## src/sv/sfb_pkg.sv

```systemverilog
// Shared constants, codes and the node table helper for the sigmoid forward/backward unit.
package sfb_pkg;

	localparam int IN_DATA_W  = 48;
	localparam int OUT_DATA_W = 32;

	localparam logic ACT_FWD = 1'b0;
	localparam logic ACT_BWD = 1'b1;

	localparam logic [15:0] Y_ONE     = 16'hFFFF;
	localparam logic [31:0] HALF_DEN  = 32'd2147418112;
	localparam logic [31:0] DEN       = 32'd4294836225;
	localparam logic [15:0] GRAD_PMAX = 16'h7FFF;
	localparam logic [15:0] GRAD_NMAX = 16'h8000;
	localparam logic [63:0] Q31_ONE   = 64'h0000_0000_8000_0000;

	// exp(-t) in Q31 from a short series at t/256 and eight squarings
	function automatic logic [63:0] exp_neg_q31(input logic [63:0] t);
		logic [63:0] u;
		logic [63:0] u2;
		logic [63:0] u3;
		logic [63:0] u4;
		logic [63:0] r;
		u  = t >> 8;
		u2 = (u * u) >> 31;
		u3 = (u2 * u) >> 31;
		u4 = (u3 * u) >> 31;
		r  = Q31_ONE - u + (u2 >> 1) - (u3 / 6) + (u4 / 24);
		for (int i = 0; i < 8; i++) begin
			r = (r * r) >> 31;
		end
		return r;
	endfunction

endpackage

```

## src/sv/sigmoid_forward_backward.sv

```systemverilog
// Logistic sigmoid unit: forward activation and backward gradient, four-stage pipeline.
// An accepted input passes stage registers s1 to s4 and leaves s4 on the master side.
// Throughput: one per cycle if unstalled; each stage holds one item and moves when the
// stage after it is empty or moving, so bubbles close up under back-pressure.
// Stage work: |x| scaling and y*(1-y), table read and dy*p, interpolation product and
// quotient estimate, rounding/saturation into the output register.
// Reset: arst_n clears all valid bits at once; data registers are not reset.
module sigmoid_forward_backward
	import sfb_pkg::*;
#(
	parameter int PWL_SEGMENTS = 16
) (
	input  logic                  clk,
	input  logic                  arst_n,
	input  logic                  s_axis_tvalid,
	output logic                  s_axis_tready,
	// [15:0] x_value, [31:16] saved_output, [47:32] upstream_grad
	input  logic [IN_DATA_W-1:0]  s_axis_tdata,
	// [0] action
	input  logic                  s_axis_tuser,
	output logic                  m_axis_tvalid,
	input  logic                  m_axis_tready,
	// [15:0] activation_out, [31:16] gradient_out
	output logic [OUT_DATA_W-1:0] m_axis_tdata
);

	localparam int SEG_W = $clog2(PWL_SEGMENTS + 1);
	localparam int P_W   = 16 + SEG_W;
	localparam logic [SEG_W-1:0] SEG_LAST = SEG_W'(PWL_SEGMENTS);

	// node table, built at elaboration
	logic [15:0] node_rom [PWL_SEGMENTS+1];

	for (genvar k = 0; k <= PWL_SEGMENTS; k++) begin : g_node
		localparam logic [63:0] T_Q31 = (64'(8 * k) << 31) / PWL_SEGMENTS;
		localparam logic [63:0] D_Q31 = Q31_ONE + exp_neg_q31(T_Q31);
		localparam logic [63:0] NODE  = ((64'd65535 << 31) + (D_Q31 >> 1)) / D_Q31;
		assign node_rom[k] = NODE[15:0];
	end

	// input fields
	logic        action;
	logic [15:0] x_value;
	logic [15:0] saved_output;
	logic [15:0] upstream_grad;

	assign action        = s_axis_tuser;
	assign x_value       = s_axis_tdata[15:0];
	assign saved_output  = s_axis_tdata[31:16];
	assign upstream_grad = s_axis_tdata[47:32];

	// stage valids and enables
	logic v_s1, v_s2, v_s3, v_s4;
	logic en1, en2, en3, en4;

	assign en4 = !v_s4 || m_axis_tready;
	assign en3 = !v_s3 || en4;
	assign en2 = !v_s2 || en3;
	assign en1 = !v_s1 || en2;
	assign s_axis_tready = en1;

	always_ff @(posedge clk or negedge arst_n) begin
		if (!arst_n) begin
			v_s1 <= 1'b0;
			v_s2 <= 1'b0;
			v_s3 <= 1'b0;
			v_s4 <= 1'b0;
		end else begin
			if (en1) v_s1 <= s_axis_tvalid;
			if (en2) v_s2 <= v_s1;
			if (en3) v_s3 <= v_s2;
			if (en4) v_s4 <= v_s3;
		end
	end

	// stage 1 logic
	logic             xneg_c;
	logic [15:0]      xabs_c;
	logic [P_W-1:0]   xp_c;
	logic             gneg_c;
	logic [15:0]      gmag_c;
	logic [29:0]      py_c;
	logic [31:0]      py_full_c;

	always_comb begin
		xneg_c    = x_value[15];
		xabs_c    = xneg_c ? 16'(-x_value) : x_value;
		xp_c      = P_W'(xabs_c) * P_W'(PWL_SEGMENTS);
		gneg_c    = upstream_grad[15];
		gmag_c    = gneg_c ? 16'(-upstream_grad) : upstream_grad;
		py_full_c = {16'd0, saved_output} * {16'd0, Y_ONE - saved_output};
		py_c      = py_full_c[29:0];
	end

	logic             act_s1, xneg_s1, gneg_s1;
	logic [SEG_W-1:0] seg_s1;
	logic [14:0]      frac_s1;
	logic [15:0]      gmag_s1;
	logic [29:0]      py_s1;

	always_ff @(posedge clk) begin
		if (en1) begin
			act_s1  <= action;
			xneg_s1 <= xneg_c;
			gneg_s1 <= gneg_c;
			seg_s1  <= SEG_W'(xp_c >> 15);
			frac_s1 <= xp_c[14:0];
			gmag_s1 <= gmag_c;
			py_s1   <= py_c;
		end
	end

	// stage 2 logic: table read and gradient numerator
	logic [SEG_W-1:0] hi_idx_c;
	logic [15:0]      lo_c, hi_c, dlt_c;
	logic [45:0]      num_c;
	logic [45:0]      prod_c;

	always_comb begin
		hi_idx_c = (seg_s1 == SEG_LAST) ? seg_s1 : seg_s1 + SEG_W'(1);
		lo_c     = node_rom[seg_s1];
		hi_c     = node_rom[hi_idx_c];
		dlt_c    = (hi_c > lo_c) ? hi_c - lo_c : 16'd0;
		prod_c   = {30'd0, gmag_s1} * {16'd0, py_s1};
		num_c    = prod_c + 46'(HALF_DEN);
	end

	logic        act_s2, xneg_s2, gneg_s2;
	logic [15:0] lo_s2, dlt_s2;
	logic [14:0] frac_s2;
	logic [45:0] num_s2;

	always_ff @(posedge clk) begin
		if (en2) begin
			act_s2  <= act_s1;
			xneg_s2 <= xneg_s1;
			gneg_s2 <= gneg_s1;
			lo_s2   <= lo_c;
			dlt_s2  <= dlt_c;
			frac_s2 <= frac_s1;
			num_s2  <= num_c;
		end
	end

	// stage 3 logic: interpolation product, quotient estimate by 2^32
	logic [30:0] prodf_c;
	logic [13:0] q0_c;
	logic [32:0] rem_c;

	always_comb begin
		prodf_c = {15'd0, dlt_s2} * {16'd0, frac_s2};
		q0_c    = num_s2[45:32];
		// remainder against 65535^2 = 2^32 - 2^17 + 1
		rem_c   = {1'b0, num_s2[31:0]} + 33'({q0_c, 17'd0}) - 33'(q0_c);
	end

	logic        act_s3, xneg_s3, gneg_s3;
	logic [15:0] lo_s3;
	logic [30:0] prodf_s3;
	logic [13:0] q0_s3;
	logic [32:0] rem_s3;

	always_ff @(posedge clk) begin
		if (en3) begin
			act_s3   <= act_s2;
			xneg_s3  <= xneg_s2;
			gneg_s3  <= gneg_s2;
			lo_s3    <= lo_s2;
			prodf_s3 <= prodf_c;
			q0_s3    <= q0_c;
			rem_s3   <= rem_c;
		end
	end

	// stage 4 logic: round, clamp, mirror, saturate
	logic [31:0] rnd_c;
	logic [16:0] sf_c;
	logic [15:0] s16_c, yv_c;
	logic [13:0] q_c;
	logic [15:0] qm_c, gv_c;

	always_comb begin
		rnd_c = {1'b0, prodf_s3} + 32'd16384;
		sf_c  = {1'b0, lo_s3} + rnd_c[31:15];
		s16_c = (sf_c > {1'b0, Y_ONE}) ? Y_ONE : sf_c[15:0];
		yv_c  = xneg_s3 ? Y_ONE - s16_c : s16_c;
		q_c   = q0_s3 + 14'(rem_s3 >= {1'b0, DEN});
		if (gneg_s3) begin
			qm_c = ({2'd0, q_c} > GRAD_NMAX) ? GRAD_NMAX : {2'd0, q_c};
			gv_c = 16'(-qm_c);
		end else begin
			qm_c = ({2'd0, q_c} > GRAD_PMAX) ? GRAD_PMAX : {2'd0, q_c};
			gv_c = qm_c;
		end
	end

	logic [15:0] act_out_s4, grad_out_s4;

	always_ff @(posedge clk) begin
		if (en4) begin
			act_out_s4  <= (act_s3 == ACT_FWD) ? yv_c : 16'd0;
			grad_out_s4 <= (act_s3 == ACT_BWD) ? gv_c : 16'd0;
		end
	end

	assign m_axis_tvalid = v_s4;
	assign m_axis_tdata  = {grad_out_s4, act_out_s4};

endmodule

```

## config.mk

```make
export PLATFORM = sky130hd
export DESIGN_NAME = sigmoid_forward_backward
export DESIGN_NICKNAME = d
export VERILOG_FILES = /design/src/sv/sfb_pkg.sv /design/src/sv/sigmoid_forward_backward.sv
export SDC_FILE = /design/constraint.sdc
export NUM_CORES = 2
export LEC_CHECK = 0
export BUFFER_PORTS_ARGS = -buffer_cell sky130_fd_sc_hd__buf_4
export CORE_MARGIN = 2
export CORE_UTILIZATION = 60
export CTS_BUF_LIST = sky130_fd_sc_hd__clkbuf_4
export DETAILED_ROUTE_END_ITERATION = 10
export PLACE_DENSITY = 0.87
export SETUP_SLACK_MARGIN = 0.15
export SLEW_MARGIN = 10
export SYNTH_ARGS = -nofsm -noshare
export SYNTH_HDL_FRONTEND = slang
export SYNTH_SLANG_ARGS = --single-unit
```

## constraint.sdc

```tcl
create_clock -name clk -period 6.7 [get_ports clk]
set_clock_uncertainty 0.1 [all_clocks]
set_input_delay 1.005 -clock clk [delete_from_list [all_inputs] [get_ports clk]]
set_output_delay 1.005 -clock clk [all_outputs]
set_load 0.01 [all_outputs]
```

; Word level (Yosys, flattened, before mapping)
; Memories as Yosys holds them, arrays and structs flattened.
; Index checks and enable logic that the tools add are counted.
[word_totals]
ram_bits = 0
latchBits = 0
regBits = 290
inputBits = 53
rom_bits = 1024
memories = 2
[memory_table]
columns = name, depth, width, read_ports, rd_clocked_by_memory_dff, wr, line
row1 = (name not given), 32, 16, 1, 0, 0, sigmoid_forward_backward.sv:122  ; hi_c = node_rom[hi_idx_c];
row2 = (name not given), 32, 16, 1, 0, 0, sigmoid_forward_backward.sv:121  ; lo_c = node_rom[seg_s1];
[classes]
mux = 11
multipliers = 3
div_mod_pow = 0
n_addsub = 13
n_bitwise = 2
magnitude_cmp = 6
shift = 0
eq_ne = 1
reduce_logical = 9
[ops]
columns = cell, count
row1 = 16-bit 2-to-1 mux, 7
row2 = 16-bit negator, 3
row3 = "46-bit by 31-bit adder with 46-bit output, second input constant", 1
row4 = 16-bit by 30-bit multiplier with 46-bit output, 1
row5 = 32-bit by 31-bit adder with 33-bit output, 1
row6 = "33-bit by 32-bit >= comparator with 1-bit output, second input constant", 1
row7 = 33-bit by 14-bit subtractor with 33-bit output, 1
row8 = "31-bit by 15-bit adder with 32-bit output, second input constant", 1
row9 = "16-bit subtractor, first input constant", 2
row10 = 16-bit by 16-bit multiplier with 30-bit output, 1
row11 = 15-bit 2-to-1 mux, 2
row12 = 16-bit by 11-bit multiplier with 27-bit output, 1
row13 = 16-bit by 17-bit adder with 17-bit output, 1
row14 = "17-bit by 16-bit greater-than comparator with 1-bit output, second input constant", 1
row15 = "14-bit by 16-bit greater-than comparator with 1-bit output, second input constant", 1
row16 = 16-bit greater-than comparator, 1
row17 = 16-bit subtractor, 1
row18 = 14-bit by 1-bit adder with 14-bit output, 1
row19 = 14-bit 2-to-1 mux, 1
row20 = "6-bit >= comparator, second input constant", 2
row21 = 5-bit NOT with 6-bit output, 2
row22 = "5-bit by 1-bit adder with 5-bit output, second input constant", 1
row23 = "5-bit equality test, second input constant", 1
row24 = 5-bit 2-to-1 mux, 1
row25 = other kinds (3), 9

; Logic depth before layout (Yosys ltp)
[logic_depth]
depth_word = 7
depth_mapped = 26
ltp_nobuf = 25

; Worst setup path after synthesis
; No wires, ideal clock.
[synth_path]
path_type = input to register
startpoint = input s_axis_tdata[25]
endpoint = register py_s1[29] (data pin)
path_slack_ps = -325
arrival_ps = 6664
path_buffers = 2
setup_ps = 261
stages = 22
cell_sequence = clkbuf_1 -> clkinv_1 -> clkbuf_1 -> nand2_1 -> fa_1 -> fa_1 -> inv_1 -> fa_1 -> fa_1 -> fa_1 -> inv_1 -> fa_1 -> inv_1 -> ha_1 -> o21ai_0 -> a32oi_1 -> nand4_1 -> o211ai_1 -> nand4_1 -> a31oi_1 -> nor4_1 -> a311o_1
[synth_via]
elab_chain_cells = 2
[synth_rtl]
columns = element, line
row1 = "start, declared", sigmoid_forward_backward.sv:18  ; input logic [IN_DATA_W-1:0] s_axis_tdata,
row2 = 16-bit subtractor, sigmoid_forward_backward.sv:91  ; py_full_c = {16'd0, saved_output} * {16'd0, Y_ONE - saved_output};
row3 = 16-bit by 16-bit multiplier with 30-bit output *, sigmoid_forward_backward.sv:91
row4 = via py_full_c[29], sigmoid_forward_backward.sv:83  ; logic [31:0] py_full_c;
row5 = "end signal, assigned", sigmoid_forward_backward.sv:109  ; py_s1 <= py_c;
row6 = "end, declared", sigmoid_forward_backward.sv:99  ; logic [29:0] py_s1;
; Mark *: on every way through the listed nets, which the timed path passes. The rest lies on a longest branch.
; A chain may end at the register's enable or synchronous reset.

; Worst setup path after layout
[layout_path]
startpoint = register gmag_s1[5]
endpoint = register num_s2[32] (data pin)
[layout_via]
elab_chain_cells = 2
[layout_rtl]
columns = element, line
row1 = "start, declared", sigmoid_forward_backward.sv:98  ; logic [15:0] gmag_s1;
row2 = "start signal, assigned", sigmoid_forward_backward.sv:108  ; gmag_s1 <= gmag_c;
row3 = 16-bit by 30-bit multiplier with 46-bit output, sigmoid_forward_backward.sv:124  ; prod_c = {30'd0, gmag_s1} * {16'd0, py_s1};
row4 = 46-bit by 31-bit adder with 46-bit output, sigmoid_forward_backward.sv:125  ; num_c = prod_c + 46'(HALF_DEN);
row5 = via num_c[32], sigmoid_forward_backward.sv:116  ; logic [45:0] num_c;
row6 = "end signal, assigned", sigmoid_forward_backward.sv:141  ; num_s2 <= num_c;
row7 = "end, declared", sigmoid_forward_backward.sv:131  ; logic [45:0] num_s2;
; The timed path passes the listed nets, and every way through them passes these cells.

==> results.json <==
{
  "fmax_mhz": 154,
  "die-area_mm2": 0.0730,
  "htreeDepth": 3,
  "hp-class": "in2reg",
  "antenna_found_initial": 2,
  "cts_made_buffers": 74,
  "cts_tree": "done",
  "ys_types": 75,
  "clock-sinks": 271,
  "die_w_um": 270,
  "nets": 5920,
  "required_ns": 7.14,
  "die_h_um": 270,
  "relSlewSlack_pct": 24.5,
  "drt.antenna.violating_nets": 0,
  "drt_iter0_markers": 2778,
  "clk_latency_ns": 0.84,
  "outcome": "complete, no violations",
  "rsz0062_at_grt": "true",
  "wire_per_inst_um": 17.8,
  "crit_path_max_fanout": 10,
  "drt-total-wl_um": 102000,
  "synth.largest_area_cell": "fa_1",
  "hold_viol_final": 0,
  "r2r-start": "gmag_s1[5]$_DFFE_PP_",
  "instances_no_fill": 5756,
  "viasPerCell": 5.65,
  "critPathLaunchType": "register",
  "hold_slack_ns": 0.272,
  "synth_seq_area_share_pct": 19.1,
  "period_needed_ns": 6.49,
  "syn_inst": 4516,
  "grt_pass1_wl_um": 167000,
  "synth-seq-cells": 271,
  "end_kind": "register",
  "vias": 32514,
  "worst_slew_pin_slew_ns": 1.13,
  "routabilityCongestion": 0.939,
  "grt_pass1_vias": 34262,
  "io_pins": 87,
  "arrival_ns": 6.93,
  "drive_above_1_share_pct": 11.0,
  "maxSlewViolCount": 0,
  "grt_max_degree": 92,
  "dr.pass1.iters": 8,
  "yosys-top-cells-area": "fa_1 32%, edfxtp_1 19%, ha_1 13%, inv_1 8.3%, nand2_1 4.9%",
  "initial_core_util_pct": 60.6,
  "area.growth.synth_to_final_pct": 10.8,
  "synth_edf_count": 267,
  "setup_viol_count_final": 0,
  "synth_warnings": 0,
  "port_buffers": 86,
  "synth_fp_nets": 5675,
  "synth.top_cell.area_share_pct": 31.9,
  "hold_start": "s_axis_tuser",
  "root_buffer": "clkbuf_4",
  "grt_overflow": 0,
  "synthArstFlopShare_pct": 1.48,
  "path_class": "reg2reg",
  "num-fill-cells": 5162,
  "clk_pin_slew_worst_paths_ns": 0.07,
  "drc": 0,
  "setup-tns-final_ns": 0,
  "cap_violations": 0,
  "syn_area_mm2": 0.0425,
  "synth_flop_cell": "edfxtp_1",
  "rows": 97,
  "avgSynthCellArea_um2": 9.42,
  "place_hpwl_um": 81000,
  "fin_crit_sh_pct": 96.9,
  "critPathLaunch": "gmag_s1[5]$_DFFE_PP_",
  "grt_use_total_pct": 28.2,
  "clock_path_buffers": 3,
  "core_mm2": 0.0701,
  "dp.cells": 5589
}
==> placed cells by master (no fill, tap or decap), types with 16 or more instances in the layout <==
cell / synthesis / routed
a21o_1: 49 / 49
ha_1: 428 / 417
o21bai_1: 26 / 26
a21oi_1: 130 / 125
mux2i_1: 18 / 18
nor2b_1: 33 / 33
nand3_1: 66 / 61
xor2_1: 54 / 54
buf_4: 1 / 325
xnor2_1: 133 / 131
nand2_1: 555 / 554
inv_1: 943 / 938
o21ai_0: 86 / 78
o21a_1: 25 / 25
clkbuf_4: 0 / 103
nand2b_1: 32 / 31
a211oi_1: 26 / 24
o31ai_1: 18 / 16
edfxtp_1: 267 / 267
o211ai_1: 20 / 20
nor3_1: 45 / 43
and2_1: 294 / 293
nor2_1: 214 / 212
fa_1: 678 / 675
and3_1: 17 / 17
buf_12: 0 / 16
nand4_1: 19 / 19
==> metrics by stage <==
stage / setup WS (ns) / util [%] / instance area, um^2
3_3_place_gp: -0.184 / 65.1 / 45700
4_1_cts: 0.165 / 66.6 / 46700
6_report: 0.206 / 67.2 / 47100
3_5_place_dp: -0.284 / 65.1 / 45700
2_1_floorplan: 0.170 / - / 42800
5_1_grt: 0.0654 / 67.2 / 47100
==> worst max-delay path, stage by stage (launching register included) <==
cell and delay (ns):
edfxtp_1 0.40, buf_4 0.19, buf_6 0.12, buf_4 0.17
and2_1 0.16, fa_1 0.50, inv_1 0.05, fa_1 0.40
fa_1 0.56, inv_1 0.07, fa_1 0.53, fa_1 0.50
inv_1 0.05, fa_1 0.48, inv_1 0.04, ha_1 0.31
buf_6 0.15, a21oi_1 0.15, nor2b_1 0.09, o21ai_0 0.23
o211ai_1 0.18, a311oi_1 0.25, buf_4 0.17, o21bai_1 0.06
a21oi_1 0.22, xnor2_2 0.12
==> flip-flops by register name, indices dropped and copies added, names as in the netlist, 5 cells and up <==
signal	count
num_s2	45
rem_s3	32
py_s1	29
prodf_s3	17
act_out_s4	16
dlt_s2	16
gmag_s1	16
grad_out_s4	16
lo_s2	15
lo_s3	15
q0_s3	14
frac_s1	11
frac_s2	11
seg_s1	5
==> cell type report <==
class                           instances  area, um^2  area share (%)
Antenna cell                            2        5.00          0.0106
Clock buffer                          103         773            1.64
Clock inverter                         26         141           0.300
Inverter                              948        3580            7.60
Multi-Input combinational cell       3119       30500            64.7
Sequential cell                       271        8120            17.2
Tap cell                              940        1180            2.50
Timing Repair Buffer                  347        2840            6.03
==> synth_stat cells (19+ instances only) <==
cell type / n
a211oi_1: 26
a21o_1: 49
a21oi_1: 130
and2_1: 294
clkbuf_1: 167
edfxtp_1: 267
fa_1: 678
ha_1: 428
inv_1: 943
nand2_1: 555
nand2b_1: 32
nand3_1: 66
nand4_1: 19
nor2_1: 214
nor2b_1: 33
nor3_1: 45
o211ai_1: 20
o21a_1: 25
o21ai_0: 86
o21bai_1: 26
xnor2_1: 133
xor2_1: 54
==> worst paths after layout <==
check                                       endpoint  slack (ns)  depth (start not counted)
max                             num_s2[32]$_DFFE_PP_        0.21                         25
min                                 act_s1$_DFFE_PP_        0.27                          1
max reg2reg                     num_s2[32]$_DFFE_PP_        0.21                         25
min reg2reg                       lo_s3[9]$_DFFE_PP_        0.29                          0
max in group asynchronous  m_axis_tvalid$_DFFE_PN0P_        5.95                          2
min in group asynchronous           v_s3$_DFFE_PN0P_        0.45                          2
==> layer usage <==
layer / vias up / global-route usage [%] / share of wire [%]
met3: 387 / 5.17 / 8.2
met4: 0 / 11.6 / 4.2
li1: 14672 / - / -
met1: 15919 / 35.7 / 38
met5: - / 0 / 0
met2: 1536 / 47.9 / 49
==> cells by family (layout without fill, tap and decap cells) <==
logic type	after synthesis	after routing	share of synthesized area, %
flip-flops	271	271	19.1
AO/OA/AOI/OAI	463	463	7.05
buffers and inverters	1126	1424	9.95
multiplexers	19	19	0.450
adder cells (fa/ha/maj)	1106	1106	44.5
other	0	2	0
AND/OR/NAND/NOR	1344	1344	15.1
XOR/XNOR	187	187	3.85
==> repair_timing <==
action	4_1_cts	5_1_grt
gates resized for setup	2	43
endpoints found under the setup margin	8	21
hold buffers	1	0
buffers inserted	13	21
cloned	0	1
pin swaps	0	15
endpoints found under the hold margin	4	0
Power is left out: the tool's default activity adds up to more than one toggle a clock period on the data nets, which glitch-free logic cannot reach.
